<file path="src/rtl/ebd_pkg.sv">
// Shared types for the HTML empty-body detector: byte classes and queue token.
`default_nettype none

package ebd_pkg;

    typedef enum logic [3:0] {
        CLS_LT    = 4'd0,
        CLS_SLASH = 4'd1,
        CLS_B     = 4'd2,
        CLS_O     = 4'd3,
        CLS_D     = 4'd4,
        CLS_Y     = 4'd5,
        CLS_GT    = 4'd6,
        CLS_BANG  = 4'd7,
        CLS_DASH  = 4'd8,
        CLS_BLANK = 4'd9,
        CLS_OTHER = 4'd10
    } byte_cls_t;

    typedef struct packed {
        byte_cls_t cls;
        logic      last;
    } token_t;

endpackage

`default_nettype wire

</file>
<file path="src/rtl/ebd_front.sv">
// Front end: accepts text bytes and reduces each one to a byte class token.
`default_nettype none

module ebd_front
    import ebd_pkg::*;
(
    input  wire logic       s_tvalid,
    output logic            s_tready,
    input  wire logic [7:0] s_tdata,   // [7:0] data_byte
    input  wire logic       s_tlast,   // end_of_text
    input  wire logic       q_full,
    output logic            q_push,
    output token_t          q_token
);

    function automatic byte_cls_t classify(input logic [7:0] b);
        byte_cls_t c;
        unique case (b) inside
            8'h3C:                                    c = CLS_LT;
            8'h2F:                                    c = CLS_SLASH;
            8'h62:                                    c = CLS_B;
            8'h6F:                                    c = CLS_O;
            8'h64:                                    c = CLS_D;
            8'h79:                                    c = CLS_Y;
            8'h3E:                                    c = CLS_GT;
            8'h21:                                    c = CLS_BANG;
            8'h2D:                                    c = CLS_DASH;
            8'h20, 8'h0C, 8'h0A, 8'h0D, 8'h09, 8'h0B: c = CLS_BLANK;
            default:                                  c = CLS_OTHER;
        endcase
        return c;
    endfunction

    assign s_tready     = !q_full;
    assign q_push       = s_tvalid && !q_full;
    assign q_token.cls  = classify(s_tdata);
    assign q_token.last = s_tlast;

endmodule

`default_nettype wire

</file>
<file path="src/rtl/ebd_fifo.sv">
// Short token queue between the front end and the scanner.
`default_nettype none

module ebd_fifo
    import ebd_pkg::*;
#(
    parameter int DEPTH = 4
) (
    input  wire logic   aclk,
    input  wire logic   aresetn,
    input  wire logic   push,
    input  wire token_t din,
    output logic        full,
    input  wire logic   pop,
    output token_t      dout,
    output logic        valid
);

    localparam int PTR_W = (DEPTH > 1) ? $clog2(DEPTH) : 1;
    localparam int CNT_W = $clog2(DEPTH + 1);

    token_t             mem [DEPTH];
    logic [PTR_W-1:0]   wr_ptr_reg, wr_ptr_next;
    logic [PTR_W-1:0]   rd_ptr_reg, rd_ptr_next;
    logic [CNT_W-1:0]   count_reg, count_next;

    assign full  = (count_reg == CNT_W'(DEPTH));
    assign valid = (count_reg != '0);
    assign dout  = mem[rd_ptr_reg];

    always_comb begin
        wr_ptr_next = wr_ptr_reg;
        rd_ptr_next = rd_ptr_reg;
        count_next  = count_reg;
        if (push) begin
            wr_ptr_next = (wr_ptr_reg == PTR_W'(DEPTH - 1)) ? '0 : wr_ptr_reg + PTR_W'(1);
        end
        if (pop) begin
            rd_ptr_next = (rd_ptr_reg == PTR_W'(DEPTH - 1)) ? '0 : rd_ptr_reg + PTR_W'(1);
        end
        if (push && !pop) begin
            count_next = count_reg + CNT_W'(1);
        end else if (pop && !push) begin
            count_next = count_reg - CNT_W'(1);
        end
    end

    always_ff @(posedge aclk) begin
        if (!aresetn) begin
            wr_ptr_reg <= '0;
            rd_ptr_reg <= '0;
            count_reg  <= '0;
        end else begin
            wr_ptr_reg <= wr_ptr_next;
            rd_ptr_reg <= rd_ptr_next;
            count_reg  <= count_next;
        end
    end

    always_ff @(posedge aclk) begin
        if (push) begin
            mem[wr_ptr_reg] <= din;
        end
    end

endmodule

`default_nettype wire

</file>
<file path="src/rtl/ebd_scan.sv">
// Back end: tag matchers, body region scanner and result register.
`default_nettype none

module ebd_scan
    import ebd_pkg::*;
(
    input  wire logic   aclk,
    input  wire logic   aresetn,
    input  wire logic   q_valid,
    input  wire token_t q_token,
    output logic        q_pop,
    output logic        m_tvalid,
    input  wire logic   m_tready,
    output logic [7:0]  m_tdata    // [0] body_empty, [1] malformed, [7:2] zero
);

    typedef enum logic [6:0] {
        PH_WAIT    = 7'b0000001,
        PH_BLANKS  = 7'b0000010,
        PH_LT      = 7'b0000100,
        PH_BANG    = 7'b0001000,
        PH_DASH    = 7'b0010000,
        PH_COMMENT = 7'b0100000,
        PH_FULL    = 7'b1000000
    } phase_t;

    function automatic byte_cls_t close_cls(input logic [2:0] idx);
        byte_cls_t c;
        unique case (idx)
            3'd0:    c = CLS_LT;
            3'd1:    c = CLS_SLASH;
            3'd2:    c = CLS_B;
            3'd3:    c = CLS_O;
            3'd4:    c = CLS_D;
            3'd5:    c = CLS_Y;
            3'd6:    c = CLS_GT;
            default: c = CLS_OTHER;
        endcase
        return c;
    endfunction

    function automatic byte_cls_t open_cls(input logic [2:0] idx);
        byte_cls_t c;
        unique case (idx)
            3'd0:    c = CLS_LT;
            3'd1:    c = CLS_B;
            3'd2:    c = CLS_O;
            3'd3:    c = CLS_D;
            3'd4:    c = CLS_Y;
            default: c = CLS_OTHER;
        endcase
        return c;
    endfunction

    logic [2:0] close_cnt_reg, close_cnt_next;
    logic [2:0] open_cnt_reg, open_cnt_next;
    logic       open_found_reg, open_found_next;
    logic       open_closed_reg, open_closed_next;
    logic       close_found_reg, close_found_next;
    phase_t     phase_reg, phase_next;
    logic [1:0] dash_reg, dash_next;
    logic       v_empty_reg, v_empty_next;
    logic       v_mal_reg, v_mal_next;
    logic       m_tvalid_reg, m_tvalid_next;
    logic [1:0] res_reg, res_next;

    logic       is_lt;
    logic       close_hit, open_hit, completed, open_done;
    logic [2:0] close_inc, open_inc, new_close;
    logic       mal;

    assign q_pop = q_valid && (!q_token.last || !m_tvalid_reg || m_tready);

    assign is_lt     = (q_token.cls == CLS_LT);
    assign close_hit = (q_token.cls == close_cls(close_cnt_reg));
    assign close_inc = close_cnt_reg + 3'd1;
    assign completed = close_hit && (close_inc == 3'd7);
    assign new_close = completed ? 3'd0 : (close_hit ? close_inc : (is_lt ? 3'd1 : 3'd0));
    assign open_hit  = (q_token.cls == open_cls(open_cnt_reg));
    assign open_inc  = open_cnt_reg + 3'd1;
    assign open_done = open_hit && (open_inc == 3'd5);

    always_comb begin
        close_cnt_next   = close_cnt_reg;
        open_cnt_next    = open_cnt_reg;
        open_found_next  = open_found_reg;
        open_closed_next = open_closed_reg;
        close_found_next = close_found_reg;
        phase_next       = phase_reg;
        dash_next        = dash_reg;
        v_empty_next     = v_empty_reg;
        v_mal_next       = v_mal_reg;
        m_tvalid_next    = m_tvalid_reg && !m_tready;
        res_next         = res_reg;

        if (q_pop && !close_found_reg) begin
            close_cnt_next = new_close;
            if (completed) begin
                close_found_next = 1'b1;
                if (!open_closed_reg) begin
                    v_mal_next = 1'b1;
                end else begin
                    v_empty_next = (phase_reg == PH_LT);
                end
            end else if (!open_found_reg) begin
                if (open_done) begin
                    open_found_next = 1'b1;
                    open_cnt_next   = 3'd0;
                end else if (open_hit) begin
                    open_cnt_next = open_inc;
                end else begin
                    open_cnt_next = is_lt ? 3'd1 : 3'd0;
                end
            end else if (!open_closed_reg) begin
                if (q_token.cls == CLS_GT) begin
                    open_closed_next = 1'b1;
                    phase_next       = PH_BLANKS;
                end
            end else begin
                unique case (phase_reg)
                    PH_BLANKS: begin
                        if (is_lt) begin
                            phase_next = PH_LT;
                        end else if (q_token.cls != CLS_BLANK) begin
                            phase_next = PH_FULL;
                        end
                    end
                    PH_LT: begin
                        if (q_token.cls == CLS_BANG && close_cnt_reg == 3'd1) begin
                            phase_next = PH_BANG;
                        end else if (new_close != close_inc) begin
                            phase_next = PH_FULL;
                        end
                    end
                    PH_BANG: begin
                        phase_next = (q_token.cls == CLS_DASH) ? PH_DASH : PH_FULL;
                    end
                    PH_DASH: begin
                        if (q_token.cls == CLS_DASH) begin
                            phase_next = PH_COMMENT;
                            dash_next  = 2'd2;
                        end else begin
                            phase_next = PH_FULL;
                        end
                    end
                    PH_COMMENT: begin
                        if (q_token.cls == CLS_DASH) begin
                            if (dash_reg < 2'd2) begin
                                dash_next = dash_reg + 2'd1;
                            end
                        end else if (q_token.cls == CLS_GT && dash_reg == 2'd2) begin
                            phase_next = PH_BLANKS;
                            dash_next  = 2'd0;
                        end else begin
                            dash_next = 2'd0;
                        end
                    end
                    default: begin
                    end
                endcase
            end
        end

        mal = !close_found_next || v_mal_next;

        if (q_pop && q_token.last) begin
            m_tvalid_next    = 1'b1;
            res_next         = {mal, mal || v_empty_next};
            close_cnt_next   = 3'd0;
            open_cnt_next    = 3'd0;
            open_found_next  = 1'b0;
            open_closed_next = 1'b0;
            close_found_next = 1'b0;
            phase_next       = PH_WAIT;
            dash_next        = 2'd0;
            v_empty_next     = 1'b1;
            v_mal_next       = 1'b0;
        end
    end

    always_ff @(posedge aclk) begin
        if (!aresetn) begin
            close_cnt_reg   <= 3'd0;
            open_cnt_reg    <= 3'd0;
            open_found_reg  <= 1'b0;
            open_closed_reg <= 1'b0;
            close_found_reg <= 1'b0;
            phase_reg       <= PH_WAIT;
            dash_reg        <= 2'd0;
            v_empty_reg     <= 1'b1;
            v_mal_reg       <= 1'b0;
            m_tvalid_reg    <= 1'b0;
        end else begin
            close_cnt_reg   <= close_cnt_next;
            open_cnt_reg    <= open_cnt_next;
            open_found_reg  <= open_found_next;
            open_closed_reg <= open_closed_next;
            close_found_reg <= close_found_next;
            phase_reg       <= phase_next;
            dash_reg        <= dash_next;
            v_empty_reg     <= v_empty_next;
            v_mal_reg       <= v_mal_next;
            m_tvalid_reg    <= m_tvalid_next;
        end
    end

    always_ff @(posedge aclk) begin
        res_reg <= res_next;
    end

    assign m_tvalid = m_tvalid_reg;
    assign m_tdata  = {6'b0, res_reg};

endmodule

`default_nettype wire

</file>
<file path="src/rtl/html_empty_body_detector.sv">
// Top level: one text byte per transaction in, one verdict per text out.
// Throughput: one byte per cycle; a final byte waits in the queue while the previous
// verdict is unaccepted, and s_tready drops once the queue holds FIFO_DEPTH tokens.
// m_tvalid rises once the final byte's token, written into the queue, leaves it and
// is scanned into the result register; it can wait there behind an unaccepted verdict.
// Reset: synchronous active-low aresetn clears queue, matchers and result valid.
`default_nettype none

module html_empty_body_detector
    import ebd_pkg::*;
#(
    parameter int FIFO_DEPTH = 4
) (
    input  wire logic       aclk,
    input  wire logic       aresetn,
    input  wire logic       s_tvalid,
    output logic            s_tready,
    input  wire logic [7:0] s_tdata,   // [7:0] data_byte
    input  wire logic       s_tlast,   // end_of_text
    output logic            m_tvalid,
    input  wire logic       m_tready,
    output logic [7:0]      m_tdata    // [0] body_empty, [1] malformed, [7:2] zero
);

    logic   q_full, q_push, q_pop, q_valid;
    token_t q_in, q_out;

    ebd_front u_front (
        .s_tvalid (s_tvalid),
        .s_tready (s_tready),
        .s_tdata  (s_tdata),
        .s_tlast  (s_tlast),
        .q_full   (q_full),
        .q_push   (q_push),
        .q_token  (q_in)
    );

    ebd_fifo #(
        .DEPTH (FIFO_DEPTH)
    ) u_fifo (
        .aclk    (aclk),
        .aresetn (aresetn),
        .push    (q_push),
        .din     (q_in),
        .full    (q_full),
        .pop     (q_pop),
        .dout    (q_out),
        .valid   (q_valid)
    );

    ebd_scan u_scan (
        .aclk     (aclk),
        .aresetn  (aresetn),
        .q_valid  (q_valid),
        .q_token  (q_out),
        .q_pop    (q_pop),
        .m_tvalid (m_tvalid),
        .m_tready (m_tready),
        .m_tdata  (m_tdata)
    );

endmodule

`default_nettype wire

</file>
<file path="config.mk">
export PLATFORM = sky130hd
export DESIGN_NAME = html_empty_body_detector
export DESIGN_NICKNAME = d
export VERILOG_FILES = /design/src/rtl/ebd_pkg.sv /design/src/rtl/ebd_front.sv /design/src/rtl/ebd_fifo.sv /design/src/rtl/ebd_scan.sv /design/src/rtl/html_empty_body_detector.sv
export SDC_FILE = /design/constraint.sdc
export NUM_CORES = 1
export LEC_CHECK = 0
export BUFFER_PORTS_ARGS = -buffer_cell sky130_fd_sc_hd__buf_2
export CORE_MARGIN = 4
export CORE_UTILIZATION = 35
export CTS_CLUSTER_SIZE = 28
export DETAILED_ROUTE_END_ITERATION = 8
export PLACE_DENSITY = 0.49
export SLEW_MARGIN = 30
export SYNTH_ARGS = -nofsm -noshare
export SYNTH_HDL_FRONTEND = slang
export SYNTH_SLANG_ARGS = --single-unit
export TNS_END_PERCENT = 50
</file>
<file path="constraint.sdc">
create_clock -name aclk -period 4.7 [get_ports aclk]
set_input_delay 0.705 -clock aclk [delete_from_list [all_inputs] [get_ports aclk]]
set_output_delay 0.705 -clock aclk [all_outputs]
set_load 0.1 [all_outputs]
</file>
Yosys cells after proc, flatten, opt, wreduce, memory -nomap -nowiden:

Memories as Yosys holds them, arrays and structs flattened. A register that Yosys moved wholly into a read port is not among the register bits.
Cells that the tools add are included.

* register bits: 30
* RAM bits: 20
* logic and storage cells: 157
* memories: 1
* output and inout port bits: 10
* input port bits: 13

* mux-type cells: 44
* equal/unequal tests: 50
* reduce and logical (&&, ||, !) cells: 37
* $lt $le $gt $ge: 1
* add/sub/neg operators: 7
* bitwise operators: 3

Memories
* u_fifo.mem: words 4, bits a word 5, rd ports 1, clocked after memory_dff 1, write ports 1, line ebd_fifo.sv:22 `token_t mem [DEPTH];`

Operators by type and width (count)
* two-way mux 7 bit: 10
* equality test 8 x 6 -> 1 bit, second input constant: 6
* equality test 8 x 4 -> 1 bit, second input constant: 5
* one-hot mux 4 bit (10 select lines): 1
* one-hot mux 7 bit (5 select lines): 1
* equality test 8 x 7 -> 1 bit, second input constant: 4
* one-hot mux 4 bit (7 select lines): 1
* equality test 3 bit, second input constant: 7
* one-hot mux 4 bit (5 select lines): 1
* two-way mux 3 bit: 6
* two-way mux 1 bit: 16
* two-way mux 2 bit: 7
* equality test 3 x 2 -> 1 bit, second input constant: 4
* != test 4 bit, second input constant: 3
* logical AND 1 bit: 11
* adder 3 x 1 -> 3 bit, second input constant: 3
* != test 3 bit, second input constant: 3
* AND reduction 9 bit: 1
* equality test 4 x 3 -> 1 bit, second input constant: 2
* equality test 4 bit: 2
* zero test 1 bit: 8
* equality test 7 x 2 -> 1 bit, second input constant: 1
* equality test 7 x 3 -> 1 bit, second input constant: 1
* equality test 7 x 4 -> 1 bit, second input constant: 1
* 23 further kinds: 37

Longest topological paths before layout:

* depth in word-level cells: 10
* gate-level depth with buffers: 10

Cells and area by module:

A second synthesis with hierarchy kept.

* cells, all modules: 359
* area, all modules: 3422.0 µm²

Modules (own cells, without submodules)
* ebd_scan: area each 1916.8 µm², cells each 237, times used 1
* ebd_fifo: area each 1182.4 µm², cells each 70, times used 1
* ebd_front: area each 322.8 µm², cells each 52, times used 1

Worst setup path before layout:

Ideal clock, no wire load.

* path kind: reg2reg
* from: reg u_fifo.count_reg[0]
* to: reg u_fifo.count_reg[2]
* path slack: 1956 ps
* library setup time: 76 ps
* cell stages (with the launch flop): 11
* buffers on the path: 0
* arrival time: 2668 ps
* data required time: 4624 ps
* path through: dfxtp_1 -> nor2_1 -> nand2_1 -> nand2_1 -> inv_1 -> ha_1 -> inv_1 -> fa_1 -> xor2_1 -> or3_1 -> a21boi_0

* cells in the longest elaborated chain, start to end: 6

RTL lines
* start, declared: line ebd_fifo.sv:25 `logic [CNT_W-1:0] count_reg, count_next;`
* start signal, assigned: line ebd_fifo.sv:56 `count_reg <= count_next;`
* equality test 3 bit *: line ebd_fifo.sv:27 `assign full = (count_reg == CNT_W'(DEPTH));`
* zero test 1 bit *
* named net s_tready: line html_empty_body_detector.sv:17 `output logic s_tready,`
* logical AND 1 bit *: line ebd_front.sv:35 `assign q_push = s_tvalid && !q_full;`
* named net q_push: line html_empty_body_detector.sv:25 `logic q_full, q_push, q_pop, q_valid;`
* zero test 1 bit: line ebd_fifo.sv:43 `end else if (pop && !push) begin`
* logical AND 1 bit: line ebd_fifo.sv:43
* nonzero test 2 bit (no line)

The timed path passes the listed nets; every way through them passes the cells marked *. The select of a mux whose other input is x is not followed.
A chain may end at the register's enable or synchronous reset.

==> flow_metrics.env <==
export IMPL_critical_path_class="reg2reg"
export IMPL_yosysUniqueCellTypes=77
export IMPL_drc_errors=0
export IMPL_rsz0062_at_grt="no"
export IMPL_largest_reg_flops=20
export IMPL_finish_utilization_pct=38.8
export IMPL_min_period_ps=2810
export IMPL_hold_class="reg2reg"
export IMPL_status="complete, no violations"
export IMPL_drt_iter0_drc=88
export IMPL_hold_buffers=0
export IMPL_antenna_found_initial=0
export IMPL_start_util_pct=36.4
export IMPL_dp_hpwl_microns=5620
export IMPL_hold_viol_final=0
export IMPL_core_sq_mm=0.00933
export IMPL_synth_main_ff_cell="dfxtp_1"
export IMPL_synth_ff_latch_count=52
export IMPL_p_per_area_mw_per_mm2=454
export IMPL_finalNetCount=399
export IMPL_drv_slew=0
export IMPL_synth_edf_count=22
export IMPL_setup_viol=0
export IMPL_cts_root_buf="clkbuf_8"
export IMPL_start_kind="register"
export IMPL_vias=2596
export IMPL_tns_ps=0
export IMPL_grt_met3_usage_pct=2.06
export IMPL_met1_usage_pct=17.8
export IMPL_cp_end_kind="register"
export IMPL_required_ps=4770
export IMPL_rows=35
export IMPL_min_from="u_scan.phase_reg[6]"
export IMPL_post_cts_buffers=0
export IMPL_htreeDepth=2
export IMPL_vias_per_cell=5.21
export IMPL_fmax_mhz=356
export IMPL_grt_pass1_vias=2547
export IMPL_yosysWarnings=0
export IMPL_clock_latency_ps=310
export IMPL_wl_per_cell_microns=14.8
export IMPL_p_leak_nw=1.28
export IMPL_clock_sinks=52
export IMPL_postCtsResizedCells=0
export IMPL_layout_drive_gt1_share_pct=13.3
export IMPL_grt_max_degree=17
export IMPL_gp_congestion=0.809
export IMPL_grt_pass1_wl_microns=12300
export IMPL_syn_inst=359
export IMPL_vdd_drop_max_uv=184
export IMPL_diodes=0
export IMPL_yosysSeqAreaShare_pct=37.1
export IMPL_tightest_slew_ps=646
export IMPL_overflow=0
export IMPL_grt_usage_pct=13.4
export IMPL_dieArea_sq_mm=0.0113
export IMPL_syn_area_sq_mm=0.00340
export IMPL_clock_path_buffers=2
export IMPL_cts_tree="done"
export IMPL_ios=23
export IMPL_drt_wl_total_microns=7350
export IMPL_syn_area_per_cell_sq_um=9.47
export IMPL_finClkSkew_ps=11.8
export IMPL_max_slew_margin_pct=56.7
export IMPL_period_share_pct=59.8
export IMPL_areaGrowthSynthToFinish_pct=6.41
export IMPL_crit_fanout=8
export IMPL_cts_buffers=5
export IMPL_synthArstFlopShare_pct=0
export IMPL_arrival_ps=2880
export IMPL_grt_busiest_layer="met2"
export IMPL_cap_violations=0
export IMPL_die_x_microns=107
export IMPL_die_h_microns=107
export IMPL_path_clk_slew_ps=100
export IMPL_drtAntennaViolNets=0
export IMPL_portBuffers=16
export IMPL_met2_usage_pct=22.6
export IMPL_firstDrtPassIters=4
[logic make-up (layout without fill, tap and decap cells)]
family | after synthesis | in the layout | share of synthesized area [%]
fa+ha+maj | 18 | 18 | 6.85
other cells | 1 | 6 | 0.110
flops | 52 | 52 | 37.1
mux | 10 | 10 | 4.90
xor+xnor | 8 | 8 | 2.06
compound gates | 81 | 81 | 17.5
buf+inv | 40 | 45 | 6.11
simple gates | 149 | 149 | 25.4
[cells in the mapped netlist, types with 5 or more instances]
cell type  instances  area (sq um)
dfxtp_1           30           601
clkbuf_1           7          26.3
or3_1              6          37.5
a21oi_1           19          95.1
nor3_1            13          65.1
nand2b_1           8          50.1
a31oi_1            6          37.5
inv_1             21          78.8
ha_1              17           213
nor2_1            25          93.8
and3_1             8          50.1
buf_4              6          45.0
nand4_1            8          50.1
mux2i_1            5          50.1
o21ai_0           10          50.1
nand2_1           25          93.8
nor2b_1            8          50.1
nor4_1             5          31.3
edfxtp_1          22           661
nand3_1           11          55.1
[final timing paths]
check | end | slack [ps] | cells past startpoint
setup / recovery | u_scan.res_reg[0] | 1890 | 6
hold / removal | u_scan.phase_reg[6] | 490 | 2
setup reg to reg | u_scan.res_reg[0] | 1890 | 6
hold reg to reg | u_scan.phase_reg[6] | 490 | 2
[power by group]
| part | switching, mW | total (mW) | internal, mW |
|---|---|---|---|
| clock | 0.154 | 0.260 | 0.107 |
| combinational | 0.527 | 0.805 | 0.278 |
| sequential | 0.0506 | 0.576 | 0.526 |
[layer usage]
layer  wire (microns)  vias up  part of all wire (%)
met5                0        -                     0
met4               70        0                  0.95
met3              158        5                   2.1
met2             3580       22                    49
met1             3550     1228                    48
li1                 -     1341                     -
[stage by stage]
stage | std cells | instance area (sq um) | worst slack [ps] | hold WS [ps] | total power, mW
2_1_floorplan | 364 | 3420 | 1960 | 438 | 1.28
3_3_place_gp | 490 | 3530 | 1890 | 469 | 1.39
6_report | 498 | 3620 | 1890 | 485 | 1.64
3_5_place_dp | 490 | 3530 | 1880 | 476 | 1.39
4_1_cts | 498 | 3620 | 1870 | 491 | 1.66
5_1_grt | 498 | 3620 | 1730 | 519 | 1.76
[layout make-up]
cell class	instances	area, sq um
multi-input cells	272	1950
clock buffers	6	72.6
repair buffers	16	80.1
fillers	957	5710
well taps	129	161
flip-flops and latches	52	1260
inverters	21	78.8
clock inverters	2	13.8
[cells in the final DEF, fill, tap and decap left out, drive strengths merged, types with 3 or more instances in the layout]
| cell type | n |
|---|---|
| o21a | 3 |
| nor2 | 28 |
| edfxtp | 22 |
| nand3 | 12 |
| a21oi | 19 |
| inv | 22 |
| clkbuf | 6 |
| ha | 17 |
| o2111ai | 4 |
| xor2 | 4 |
| a21boi | 3 |
| and2 | 4 |
| nand4b | 3 |
| o21ai | 17 |
| nand2 | 25 |
| nand4 | 8 |
| nand2b | 8 |
| buf | 16 |
| o2bb2ai | 3 |
| mux4 | 5 |
| or2 | 3 |
| a31oi | 7 |
| o211a | 3 |
| nor3 | 14 |
| nand3b | 4 |
| and3 | 10 |
| dfxtp | 30 |
| a211oi | 4 |
| nor2b | 8 |
| xnor2 | 4 |
| or3 | 6 |
| conb | 6 |
| nor4 | 6 |
| mux2i | 5 |
[worst max-delay path, cell delays in order (launching register included)]
cell and delay (ps):
dfxtp_1 500, mux4_1 660, a31oi_2 340, inv_1 160, nor2_1 530, and4_1 310
o21bai_1 90
Note: power is estimated with default switching activity, not from simulation.
